**src/lsct_pkg.sv**
```systemverilog
// Shared types, widths and constants for the line sensor centroid tracker.
// No dependencies; every other file of the block imports this package.
package lsct_pkg;

    localparam int N_SENSORS = 8;
    localparam int WEIGHT_W  = 11;  // one sensor weight, 1/256 pitch, signed
    localparam int SUM_W     = 13;  // sum of the active weights, signed
    localparam int MAG_W     = 12;  // magnitude of that sum
    localparam int COUNT_W   = 4;   // 0..8 active sensors
    localparam int LOST_W    = 16;
    localparam int DIR_W     = 2;
    localparam int STEP_W    = $clog2(MAG_W + 1);

    localparam logic [LOST_W-1:0] LOST_MAX = {LOST_W{1'b1}};

    localparam logic signed [DIR_W-1:0] DIR_LEFT  = -2'sd1;
    localparam logic signed [DIR_W-1:0] DIR_NONE  = 2'sd0;
    localparam logic signed [DIR_W-1:0] DIR_RIGHT = 2'sd1;

    typedef logic signed [WEIGHT_W-1:0] t_weight;
    typedef logic signed [SUM_W-1:0]    t_sum;

    // Sensor pitch offsets from -3.5 to +3.5, leftmost sensor first.
    localparam t_weight WEIGHT_Q8 [N_SENSORS] = '{
        -11'sd896, -11'sd640, -11'sd384, -11'sd128,
        11'sd128, 11'sd384, 11'sd640, 11'sd896
    };

endpackage

```
**src/line_sensor_centroid_tracker_top.sv**
```systemverilog
// Top level of the line sensor centroid tracker: lanes, merge stage, divider, control.
// Depends on lsct_pkg, lsct_lane, lsct_merge and lsct_div.
//
// One snapshot of eight sensor levels goes in per request and one result comes out.
// A snapshot passes through its acceptance, the lanes and the summing stage, the load of
// the divider, the one-bit-per-cycle restoring divider that forms the mean position and
// the load of the output register, which waits until that register is free, before the
// next snapshot can be accepted. The output register holds a result
// until the downstream side takes it while the next snapshot is already being worked
// on. active_low is written through i_cfg_we and i_cfg_wdata and should only change
// while no snapshot is in flight.
module line_sensor_centroid_tracker_top (
    input  logic                                i_clk,
    input  logic                                i_rst_n,
    input  logic                                i_cfg_we,
    input  logic                                i_cfg_wdata,
    input  logic                                i_valid,
    output logic                                o_stall,
    input  logic [lsct_pkg::N_SENSORS-1:0]      i_sensor_levels,
    output logic                                o_valid,
    input  logic                                i_stall,
    output logic [lsct_pkg::N_SENSORS-1:0]      o_active_mask,
    output logic [lsct_pkg::COUNT_W-1:0]        o_active_count,
    output logic                                o_has_line,
    output logic signed [lsct_pkg::WEIGHT_W-1:0] o_raw_position,
    output logic [lsct_pkg::LOST_W-1:0]         o_lost_frames,
    output logic signed [lsct_pkg::DIR_W-1:0]   o_last_direction
);
    import lsct_pkg::*;

    typedef enum logic [1:0] {
        S_IDLE,
        S_SUM,
        S_START,
        S_DIV
    } t_state;

    t_state                    r_state;
    logic                      r_active_low;
    logic [N_SENSORS-1:0]      r_levels;
    logic [LOST_W-1:0]         r_lost;
    logic signed [DIR_W-1:0]   r_dir;

    logic [N_SENSORS-1:0]      lane_active;
    t_weight                   lane_weight [N_SENSORS];
    logic [COUNT_W-1:0]        sum_count;
    t_sum                      sum_total;
    logic                      div_busy;
    logic [MAG_W-1:0]          div_quo;
    logic [MAG_W-1:0]          sum_mag;
    logic [MAG_W-1:0]          pos_full;
    logic signed [17:0]        sum_x10;
    logic signed [17:0]        thresh;
    logic                      seen;
    logic                      out_free;
    logic                      load_out;
    logic [LOST_W-1:0]         n_lost;
    logic signed [DIR_W-1:0]   n_dir;

    for (genvar g = 0; g < N_SENSORS; g++) begin : g_lane
        lsct_lane u_lane (
            .i_level      (r_levels[g]),
            .i_active_low (r_active_low),
            .i_weight     (WEIGHT_Q8[g]),
            .o_active     (lane_active[g]),
            .o_weight     (lane_weight[g])
        );
    end

    lsct_merge u_merge (
        .i_clk    (i_clk),
        .i_en     (r_state == S_SUM),
        .i_active (lane_active),
        .i_weight (lane_weight),
        .o_count  (sum_count),
        .o_sum    (sum_total)
    );

    assign sum_mag = sum_total[SUM_W-1] ? MAG_W'(-sum_total) : MAG_W'(sum_total);

    lsct_div u_div (
        .i_clk      (i_clk),
        .i_rst_n    (i_rst_n),
        .i_start    (r_state == S_START),
        .i_dividend (sum_mag),
        .i_divisor  (sum_count),
        .o_busy     (div_busy),
        .o_quotient (div_quo)
    );

    assign seen     = sum_count != '0;
    assign pos_full = sum_total[SUM_W-1] ? (~div_quo + 1'b1) : div_quo;
    assign o_stall  = r_state != S_IDLE;
    assign out_free = !o_valid || !i_stall;
    assign load_out = (r_state == S_DIV) && !div_busy && out_free;

    // The direction test compares 10*sum with 128*count, so no rounding enters it.
    assign sum_x10 = 18'(sum_total) * 18'sd10;
    assign thresh  = $signed({7'b0, sum_count, 7'b0});

    always_comb begin
        n_lost = r_lost;
        n_dir  = r_dir;
        if (seen) begin
            n_lost = '0;
            if (sum_x10 > thresh) begin
                n_dir = DIR_RIGHT;
            end else if (sum_x10 < -thresh) begin
                n_dir = DIR_LEFT;
            end
        end else if (r_lost != LOST_MAX) begin
            n_lost = r_lost + 1'b1;
        end
    end

    always_ff @(posedge i_clk) begin
        if (!i_rst_n) begin
            r_active_low <= 1'b0;
        end else if (i_cfg_we) begin
            r_active_low <= i_cfg_wdata;
        end
    end

    always_ff @(posedge i_clk) begin
        if (!i_rst_n) begin
            r_state <= S_IDLE;
            r_lost  <= '0;
            r_dir   <= DIR_NONE;
            o_valid <= 1'b0;
        end else begin
            if (load_out) begin
                o_valid <= 1'b1;
            end else if (o_valid && !i_stall) begin
                o_valid <= 1'b0;
            end
            case (r_state)
                S_IDLE: begin
                    if (i_valid) begin
                        r_levels <= i_sensor_levels;
                        r_state  <= S_SUM;
                    end
                end
                S_SUM: begin
                    r_state <= S_START;
                end
                S_START: begin
                    r_state <= S_DIV;
                end
                S_DIV: begin
                    if (load_out) begin
                        o_active_mask    <= lane_active;
                        o_active_count   <= sum_count;
                        o_has_line       <= seen;
                        o_raw_position   <= seen ? $signed(pos_full[WEIGHT_W-1:0])
                                                 : t_weight'(0);
                        o_lost_frames    <= n_lost;
                        o_last_direction <= n_dir;
                        r_lost           <= n_lost;
                        r_dir            <= n_dir;
                        r_state          <= S_IDLE;
                    end
                end
                default: begin
                    r_state <= S_IDLE;
                end
            endcase
        end
    end

    a_count_matches_mask: assert property (@(posedge i_clk) disable iff (!i_rst_n)
        o_valid |-> o_active_count == COUNT_W'($countones(o_active_mask)))
        else $error("active count disagrees with mask");

    a_no_line_zero_pos: assert property (@(posedge i_clk) disable iff (!i_rst_n)
        (o_valid && !o_has_line) |-> o_raw_position == t_weight'(0))
        else $error("position not zero without a line");

    a_line_clears_lost: assert property (@(posedge i_clk) disable iff (!i_rst_n)
        (o_valid && o_has_line) |-> o_lost_frames == '0)
        else $error("lost count not cleared on a seen line");

    a_div_started: assert property (@(posedge i_clk) disable iff (!i_rst_n)
        r_state == S_START |=> div_busy)
        else $error("divider did not start");

    a_pos_range: assert property (@(posedge i_clk) disable iff (!i_rst_n)
        o_valid |-> (o_raw_position <= 11'sd896 && o_raw_position >= -11'sd896))
        else $error("position out of range");

endmodule

```
**src/lsct_lane.sv**
```systemverilog
// One sensor lane: polarity correction and the lane's weight contribution.
// Depends on lsct_pkg.
module lsct_lane (
    input  logic             i_level,
    input  logic             i_active_low,
    input  lsct_pkg::t_weight i_weight,
    output logic             o_active,
    output lsct_pkg::t_weight o_weight
);
    import lsct_pkg::*;

    assign o_active = i_level ^ i_active_low;
    assign o_weight = o_active ? i_weight : t_weight'(0);

endmodule

```
**src/lsct_merge.sv**
```systemverilog
// Merging stage: registered count and weight sum over all lanes.
// Depends on lsct_pkg.
module lsct_merge (
    input  logic                           i_clk,
    input  logic                           i_en,
    input  logic [lsct_pkg::N_SENSORS-1:0] i_active,
    input  lsct_pkg::t_weight              i_weight [lsct_pkg::N_SENSORS],
    output logic [lsct_pkg::COUNT_W-1:0]   o_count,
    output lsct_pkg::t_sum                 o_sum
);
    import lsct_pkg::*;

    logic [COUNT_W-1:0] n_count;
    t_sum               n_sum;
    logic [COUNT_W-1:0] r_count;
    t_sum               r_sum;

    always_comb begin
        n_count = '0;
        n_sum   = '0;
        for (int i = 0; i < N_SENSORS; i++) begin
            n_count = n_count + COUNT_W'(i_active[i]);
            n_sum   = n_sum + t_sum'(i_weight[i]);
        end
    end

    always_ff @(posedge i_clk) begin
        if (i_en) begin
            r_count <= n_count;
            r_sum   <= n_sum;
        end
    end

    assign o_count = r_count;
    assign o_sum   = r_sum;

endmodule

```
**src/lsct_div.sv**
```systemverilog
// Restoring divider, one quotient bit per cycle, for the sum magnitude by the count.
// Depends on lsct_pkg.
module lsct_div (
    input  logic                         i_clk,
    input  logic                         i_rst_n,
    input  logic                         i_start,
    input  logic [lsct_pkg::MAG_W-1:0]   i_dividend,
    input  logic [lsct_pkg::COUNT_W-1:0] i_divisor,
    output logic                         o_busy,
    output logic [lsct_pkg::MAG_W-1:0]   o_quotient
);
    import lsct_pkg::*;

    logic [STEP_W-1:0]  r_steps;
    logic [COUNT_W-1:0] r_divisor;
    logic [COUNT_W-1:0] r_rem;
    logic [MAG_W-1:0]   r_quo;
    logic [COUNT_W:0]   trial;
    logic               fits;

    // Remainder stays below a nonzero divisor, so it fits in COUNT_W bits.
    assign trial = {r_rem, r_quo[MAG_W-1]};
    assign fits  = trial >= {1'b0, r_divisor};

    always_ff @(posedge i_clk) begin
        if (!i_rst_n) begin
            r_steps <= '0;
        end else if (i_start) begin
            r_steps <= STEP_W'(MAG_W);
        end else if (r_steps != '0) begin
            r_steps <= r_steps - 1'b1;
        end
    end

    always_ff @(posedge i_clk) begin
        if (i_start) begin
            r_divisor <= i_divisor;
            r_rem     <= '0;
            r_quo     <= i_dividend;
        end else if (r_steps != '0) begin
            r_rem <= fits ? COUNT_W'(trial - {1'b0, r_divisor}) : trial[COUNT_W-1:0];
            r_quo <= {r_quo[MAG_W-2:0], fits};
        end
    end

    assign o_busy     = r_steps != '0;
    assign o_quotient = r_quo;

endmodule
```
**config.mk**
```make
export PLATFORM = sky130hd
export DESIGN_NAME = line_sensor_centroid_tracker_top
export DESIGN_NICKNAME = d
export VERILOG_FILES = /design/src/lsct_pkg.sv /design/src/line_sensor_centroid_tracker_top.sv /design/src/lsct_lane.sv /design/src/lsct_merge.sv /design/src/lsct_div.sv
export SDC_FILE = /design/constraint.sdc
export NUM_CORES = 1
export LEC_CHECK = 0
export ABC_CLOCK_PERIOD_IN_PS = 5400
export BUFFER_PORTS_ARGS = -buffer_cell sky130_fd_sc_hd__buf_2
export CAP_MARGIN = 20
export CORE_UTILIZATION = 62
export CTS_BUF_LIST = sky130_fd_sc_hd__clkbuf_4
export CTS_CLUSTER_SIZE = 25
export DETAILED_ROUTE_END_ITERATION = 8
export GPL_ROUTABILITY_DRIVEN = 0
export HOLD_SLACK_MARGIN = 0.02
export PLACE_DENSITY = 0.87
export SYNTH_ARGS = -nofsm -noshare
export SYNTH_HDL_FRONTEND = slang
export SYNTH_SLANG_ARGS = --single-unit
```
**constraint.sdc**
```tcl
create_clock -name i_clk -period 5.4 [get_ports i_clk]
set_input_delay 0.27 -clock i_clk [delete_from_list [all_inputs] [get_ports i_clk]]
set_output_delay 0.27 -clock i_clk [all_outputs]
set_load 0.02 [all_outputs]
```
# == Word level (Yosys, flattened, before mapping) ==
# Cells that the tools add are included.
# op_classes
n_addsub,20
mul,1
n_div,0
n_lt_le_gt_ge,3
eq_ne,6
shift,0
mux,25
bitwise_logic,10
reduce_logical,18
# ops
operator,count
two-way mux 11 bit,5
adder 13 x 11 -> 13 bit,3
two-way mux 12 bit,3
two-way mux 16 bit,2
adder 4 x 1 -> 4 bit,6
two-way mux 10 bit,2
greater-than comparator 18 x 12 -> 1 bit,1
less-than comparator 18 bit,1
negator 11 -> 18 bit,1
multiplier 13 x 4 -> 17 bit (second input constant),1
adder 16 x 1 -> 16 bit (second input constant),1
!= test 16 bit (second input constant),1
adder 12 x 11 -> 13 bit,1
adder 13 x 10 -> 13 bit,1
adder 13 x 9 -> 13 bit,1
adder 11 x 11 -> 12 bit,1
two-way mux 4 bit,3
negator 12 bit,1
adder 11 x 1 -> 11 bit (second input constant),1
NOT 11 bit,1
two-way mux 2 bit,5
two-way mux 9 bit,1
two-way mux 8 bit,1
case mux 2 bit (4 select lines),1
19 further kinds,38
# word_totals
ff_bits,113
latch_bits,0
mem_bits_rw,0
romBits,0
in_bits,14
out_inout_bits,44
word_cells,102
memories,0

# == Longest topological paths before layout ==
# Gate-level depths: netlist (run 1).
# depth
ltp_word,9
mapped_depth,14
depth_no_buf,14

# == Hierarchy ==
# A second synthesis (run 1) with hierarchy kept.
# unflattened
hier_cells,954
hier_area_um2,9476.6
# by_module_without_submodules
mod,instances,cells_per_inst,area_each_um2,seq_area_each_um2
line_sensor_centroid_tracker_top,1,456,4568.1,1941.9
lsct_merge,1,296,3027.9,510.5
lsct_div,1,98,1199.9,640.6
lsct_lane,8,13,85.1,0.0

# == Worst setup path after synthesis (run 1) ==
# No wires, ideal clock.
# synth_timing
path_kind,reg-to-reg
startpoint,register r_active_low
endpoint,"register u_merge.r_sum[12], in the netlist u_merge.o_sum[12], data pin"
setup_time_ns,0.259
arrival_ns,3.804
required_time_ns,5.141
path_slack_ns,1.337
stages_incl_launch_ff,13
cell_sequence,dfxtp_1 > clkbuf_1 > xor2_1 > fa_1 > inv_1 > fa_1 > fa_1 > inv_1 > fa_1 > ha_1 > a21o_1 > a21oi_1 > xnor2_1
# synth_lines
item,line,source
start: declaration,line_sensor_centroid_tracker_top.sv:39,logic r_active_low;
start signal: assignment,line_sensor_centroid_tracker_top.sv:120,r_active_low <= i_cfg_wdata;
bitwise XOR 1 bit,lsct_lane.sv:12,assign o_active = i_level ^ i_active_low;
net g_lane[3].u_lane.o_active,lsct_lane.sv:7,"output logic o_active,"
two-way mux 11 bit,lsct_lane.sv:13,assign o_weight = o_active ? i_weight : t_weight'(0);
adder 13 x 11 -> 13 bit,lsct_merge.sv:23,n_sum = n_sum + t_sum'(i_weight[i]);
adder 13 x 9 -> 13 bit,lsct_merge.sv:23,
adder 13 x 10 -> 13 bit,lsct_merge.sv:23,
adder 13 x 11 -> 13 bit (2 in a row),lsct_merge.sv:23,
net u_merge.n_sum[12],lsct_merge.sv:14,t_sum n_sum;
end signal: assignment,lsct_merge.sv:30,r_sum <= n_sum;
end: declaration,lsct_merge.sv:16,t_sum r_sum;
# The timed path passes the listed nets, and every way through them passes these cells.
# A chain may end at the register's enable or synchronous reset.

# == Worst setup path after layout (run 1) ==
# Same ends and word-level chain as after synthesis.

==> impl_metrics.env, run 1 <==
export IMPL_synth_flop_cell="edfxtp_1"
export IMPL_vdd_ir_drop_max_mv=0.3238
export IMPL_grt_pass1_vias=4074
export IMPL_critPathRequiredTime_ns=5.62
export IMPL_synthDominantCellAreaShare=0.3762
export IMPL_wirelength_mm=11.31
export IMPL_multi_input_area_sq_um=2895
export IMPL_chipHeight_um=100.9
export IMPL_syn_to_final_growth_pct=9.076
export IMPL_fin_crit_ns=4.152
export IMPL_status="finished, final reports clean"
export IMPL_setup_tns_final_ns=0
export IMPL_final_nets=685
export IMPL_synth_cells=541
export IMPL_cts_tree="yes"
export IMPL_cap_violations=0
export IMPL_post_cts_repair_setup_buffers=0
export IMPL_hp_class="in -> reg"
export IMPL_diodes=0
export IMPL_p_per_area_nw_per_um2=571.7
export IMPL_cts_path_max_buffers=2
export IMPL_syn_nets=624
export IMPL_insertion_delay_ns=0.44
export IMPL_synth_area_top_cells="edfxtp_1 (38%), ha_1 (11%), dfxtp_1 (9.9%), fa_1 (5.6%), xor2_1 (4.3%)"
export IMPL_fmax_mhz=240.9
export IMPL_max_slew_worst_pin_slew_ns=1.002
export IMPL_slew_headroom=0.3310
export IMPL_drv_slew=0
export IMPL_yosysWarnings=0
export IMPL_dieArea_sq_um=10180
export IMPL_synth_area_sq_um=6066
export IMPL_htreeDepth=3
export IMPL_cp_arrival_ns=4.37
export IMPL_drtIter0Drc=318
export IMPL_dieWidth_um=100.9
export IMPL_dr_pass1_iters=7
export IMPL_dp_hpwl_mm=8.118
export IMPL_cts_root_buf="clkbuf_4"
export IMPL_whs_ns=0.06210
export IMPL_io_buffers=57
export IMPL_setup_viol=0
export IMPL_numCtsBuffers=9
export IMPL_finClkSkew_ns=0.01627
export IMPL_synth_edf_count=76
export IMPL_vias=4237
export IMPL_synth_distinct_cells=65
export IMPL_pin_count=58
export IMPL_fp_row_count=35
export IMPL_cts_repair_resized=0
export IMPL_synthArstFlopShare=0
export IMPL_n_fill_cell=697
export IMPL_drcViolationCount=0
export IMPL_pre_cts_slack_ns=1.209
export IMPL_synth_common_cells="edfxtp_1 (76), ha_1 (52), nor2_1 (52)"
export IMPL_p_leak_nw=2.741
export IMPL_grt_max_degree=43
export IMPL_crit_path_max_fanout=9
export IMPL_layout_area_seq_sq_um=2883
export IMPL_grt_overflow_total=0
export IMPL_synth_most_common_cell="edfxtp_1"
export IMPL_layout_drive_gt1_share=0.1582
export IMPL_grt_pass1_wl_mm=18.62
export IMPL_antenna_found_initial=0
export IMPL_setup_ws_ns=1.248
export IMPL_hold_violations=0
export IMPL_synth_seq_cells=106
export IMPL_reg2reg_slack_ns=1.25
export IMPL_ys_seq_area_frac=0.4752
export IMPL_crit_type="reg -> reg"
export IMPL_antenna_left=0
export IMPL_yosys_area_top_type="edfxtp_1"
export IMPL_initial_utilization=0.6473
export IMPL_grt_usage=0.2352
export IMPL_coreArea_sq_um=9371
export IMPL_clkTransAtPathRegs_ns=0.16
export IMPL_period_share=0.7688
export IMPL_cts_hold_buf=8
export IMPL_critPathCaptureType="flop"
export IMPL_cts_sinks=106
export IMPL_wl_per_cell_um=15.36
export IMPL_routed_via_density=5.757
export IMPL_rsz0062_at_grt="false"
export IMPL_syn_avg_cell_area_sq_um=11.21
export IMPL_worstSetupStartpointType="flop"
[metrics by stage]
step	instance area, sq um	power, mW	instances	util
global route	6616	4.122	736	0.7060
global placement	6420	3.241	712	0.6850
finish	6616	3.782	736	0.7060
detailed placement	6420	3.397	712	0.6850
floorplan	6066	2.924	541	-
CTS	6616	3.776	736	0.7060
[kinds of logic after synthesis]
kind of cell	count (synthesis)	synth area share
DFF	106	0.4752
adders and majority gates	69	0.1634
xor gates and xnor gates	46	0.06642
AOI/OAI and AO/OA	95	0.09984
buffers and inverters	65	0.04744
and+or+nand+nor	154	0.1376
muxes	6	0.01011
[report_power, final]
part           total (mW)  internal [mW]  switching [mW]
combinational        2.04          0.872            1.17
clock               0.364          0.101           0.264
sequential           1.38           1.20           0.180
[area by class of cell]
cell class | count | share of cell area
Multi-Input combinational cell | 370 | 0.4376
Sequential cell | 106 | 0.4357
Timing Repair Buffer | 67 | 0.05749
Inverter | 48 | 0.02723
Tap cell | 129 | 0.02439
Clock buffer | 10 | 0.01135
Clock inverter | 6 | 0.006241
[routing by layer]
layer / part of all wire / track usage
met1: 0.44 / 0.3048
met2: 0.49 / 0.3999
met3: 0.056 / 0.04161
met4: 0.016 / 0.08027
met5: 0 / 0
[worst paths after layout]
path                                               endpoint  depth (start not counted)                         from
worst min register to register  u_div.r_rem[3]$_SDFFE_PP0P_                          2  u_div.r_rem[3]$_SDFFE_PP0P_
worst max register to register  u_merge.o_sum[12]$_DFFE_PN_                         11    r_active_low$_SDFFE_PN0P_
worst min-delay path              r_active_low$_SDFFE_PN0P_                          3                  i_cfg_wdata
worst max-delay path            u_merge.o_sum[12]$_DFFE_PN_                         11    r_active_low$_SDFFE_PN0P_
[critical path, cell delays in order (launching register included)]
cell and delay [ns]:
dfxtp_1 0.62, xor2_1 0.63, fa_1 0.53, inv_1 0.08, fa_1 0.44, fa_1 0.54
inv_1 0.05, fa_1 0.41, ha_1 0.20, a21o_1 0.17, a21oi_1 0.17, xnor2_1 0.09
[placed cells by master, fill, tap and decap left out, drive strengths merged, types with 3 or more instances in the layout]
cell type    instances
edfxtp              76
buf                 59
nor2                53
ha                  52
inv                 49
a21oi               41
nand2               35
xor2                30
dfxtp               30
fa                  17
xnor2               16
o21ai               11
nand3               11
nor2b               10
clkbuf              10
nor3                10
dlygate4sd3          8
o31ai                7
or4                  7
a211oi               6
and3                 6
mux2i                5
o22ai                5
nand4                5
a31oi                5
nor4                 4
a21o                 3
and2                 3
clkinv               3
[registers in the layout, summed over array words and instances (netlist names)]
name              flops
o_raw_position       11
r_lost               16
o_valid               1
u_div.r_steps         4
o_active_count        4
u_div.o_quotient     12
r_levels              8
u_div.r_divisor       4
o_has_line            1
o_last_direction      2
r_dir                 2
u_merge.o_sum         6
r_state               2
u_merge.o_count       4
u_div.r_rem           4
o_active_mask         8
o_lost_frames        16
r_active_low          1
Note: power is estimated with default switching activity, not from simulation.
==> run 2: changes to the inputs <==
Settings changed: ABC_CLOCK_PERIOD_IN_PS 5400 to 4300.
Clock period 5.4 ns to 4.3 ns, I/O delays scaled along.
==> impl_metrics.env, run 2 (synthesis gave the netlist of run 1 again) <==
export IMPL_vias=4295
export IMPL_antenna_left=0
export IMPL_hold_violations=0
export IMPL_r2r_start="r_active_low$_SDFFE_PN0P_"
export IMPL_cts_root_buf="clkbuf_4"
export IMPL_crit_type="reg -> reg"
export IMPL_setup_tns_final_ns=0
export IMPL_layout_commonest_cell="edfxtp_1"
export IMPL_finClkSkew_ns=0.02145
export IMPL_crit_path_max_fanout=9
export IMPL_status="finished, final reports clean"
export IMPL_dp_hpwl_mm=8.476
export IMPL_dieWidth_um=100.9
export IMPL_cts_path_max_buffers=2
export IMPL_syn_to_final_growth_pct=10.29
export IMPL_routed_via_density=5.781
export IMPL_final_util=0.7139
export IMPL_htreeDepth=3
export IMPL_setup_viol=0
export IMPL_grt_max_degree=28
export IMPL_pin_count=58
export IMPL_diodes=0
export IMPL_p_per_area_nw_per_um2=720.9
export IMPL_min_from="i_stall"
export IMPL_fmax_mhz=248.3
export IMPL_dpl_instance_area_sq_um=6470
export IMPL_p_leak_nw=2.777
export IMPL_cts_tree="yes"
export IMPL_critPathCaptureType="flop"
export IMPL_wirelength_mm=11.64
export IMPL_antenna_found_initial=0
export IMPL_fin_crit_ns=4.028
export IMPL_cp_arrival_ns=4.35
export IMPL_reg2reg_slack_ns=0.27
export IMPL_initial_utilization=0.6473
export IMPL_insertion_delay_ns=0.46
export IMPL_design_area_sq_um=6690
export IMPL_coreArea_sq_um=9371
export IMPL_fp_row_count=35
export IMPL_dieArea_sq_um=10180
export IMPL_period_share=0.9366
export IMPL_wl_per_cell_um=15.67
export IMPL_drtIter0Drc=272
export IMPL_clkTransAtPathRegs_ns=0.17
export IMPL_cap_violations=0
export IMPL_holdPathEnd="o_valid$_SDFFE_PN0P_"
export IMPL_critPathRequiredTime_ns=4.63
export IMPL_slew_headroom=0.3977
export IMPL_grt_usage=0.2431
export IMPL_layout_drive_gt1_share=0.1645
export IMPL_rsz0062_at_grt="false"
export IMPL_io_buffers=57
export IMPL_numCtsBuffers=9
export IMPL_reg2reg_to="u_merge.o_sum[10]$_DFFE_PN_"
export IMPL_max_slew_worst_pin_slew_ns=0.9035
export IMPL_whs_ns=0.07476
export IMPL_whs_path_depth=3
export IMPL_final_nets=692
export IMPL_dr_pass1_iters=5
export IMPL_post_cts_repair_setup_buffers=0
export IMPL_cts_sinks=106
export IMPL_drcViolationCount=0
export IMPL_grt_pass1_wl_mm=19.09
export IMPL_grt_pass1_vias=4184
export IMPL_drv_slew=0
export IMPL_worstSetupStartpointType="flop"
export IMPL_hp_class="in -> reg"
export IMPL_grt_overflow_total=0
export IMPL_mostFrequentLayoutCells="edfxtp_1 (76), buf_2 (57), nor2_1 (52), ha_1 (52), inv_1 (47)"
export IMPL_vdd_ir_drop_max_mv=0.5517
export IMPL_r2r_cells=11
export IMPL_chipHeight_um=100.9
run 2: cell types whose count changed in the layout (fill, tap and decap cells not counted), sizes merged:
cell         change
clkbuf           -1
dlygate4sd3      +2
buf              +5
inv              +1
run 2: worst max-delay path by stage:
stage / depth (start not counted) / startpoint / slack, ns / end
2_1_floorplan: 12 / r_active_low$_SDFFE_PN0P_ / 0.24 / u_merge.o_sum[12]$_DFFE_PN_
3_3_place_gp: 11 / r_active_low$_SDFFE_PN0P_ / 0.48 / u_merge.o_sum[12]$_DFFE_PN_
3_5_place_dp: 11 / r_active_low$_SDFFE_PN0P_ / 0.30 / u_merge.o_sum[12]$_DFFE_PN_
4_1_cts: 11 / r_active_low$_SDFFE_PN0P_ / 0.28 / u_merge.o_sum[10]$_DFFE_PN_
5_1_grt: 11 / r_active_low$_SDFFE_PN0P_ / 0.07 / u_merge.o_sum[10]$_DFFE_PN_
6_report: 11 / r_active_low$_SDFFE_PN0P_ / 0.27 / u_merge.o_sum[10]$_DFFE_PN_
run 2: routing by layer:
| metal | part of all wire | track usage | up-vias |
|---|---|---|---|
| li1 | - | - | 2055 |
| met1 | 0.43 | 0.3113 | 2073 |
| met2 | 0.50 | 0.4146 | 144 |
| met3 | 0.052 | 0.03675 | 23 |
| met4 | 0.020 | 0.1003 | 0 |
| met5 | 0 | 0 | - |
run 2: area by class of cell:
cell class              instances  area, sq um
well taps                     129        161.4
clock inverters                 7        52.55
inverters                      48        180.2
fillers                       696         2681
multi-input cells             370         2895
repair buffers                 74        450.4
clock buffers                   9        67.56
flip-flops and latches        106         2883
run 2: worst max-delay path: stages (launching register included):
cell     delay, ns
dfxtp_1       0.65
xor2_1        0.45
fa_1          0.50
inv_1         0.08
fa_1          0.43
fa_1          0.54
inv_1         0.05
fa_1          0.43
ha_1          0.21
inv_1         0.07
fa_1          0.41
inv_1         0.07
run 2: per-stage QoR:
stage / setup WS, ns / std cells / power, mW
floorplan: 0.2365 / 541 / 3.673
global placement: 0.4782 / 717 / 4.104
detailed placement: 0.3040 / 717 / 4.347
CTS: 0.2764 / 742 / 4.819
global route: 0.07001 / 743 / 5.236
finish: 0.2725 / 743 / 4.823
run 2: what timing repair did:
| action | CTS | global route |
|---|---|---|
| endpoints found under the hold margin | 9 | 1 |
| hold buffers | 9 | 1 |
| resized for setup | 0 | 0 |
run 2: power by group:
group,internal [mW],total (mW),switching (mW)
sequential,1.50,1.70,0.202
clock,0.123,0.464,0.341
combinational,1.12,2.65,1.53
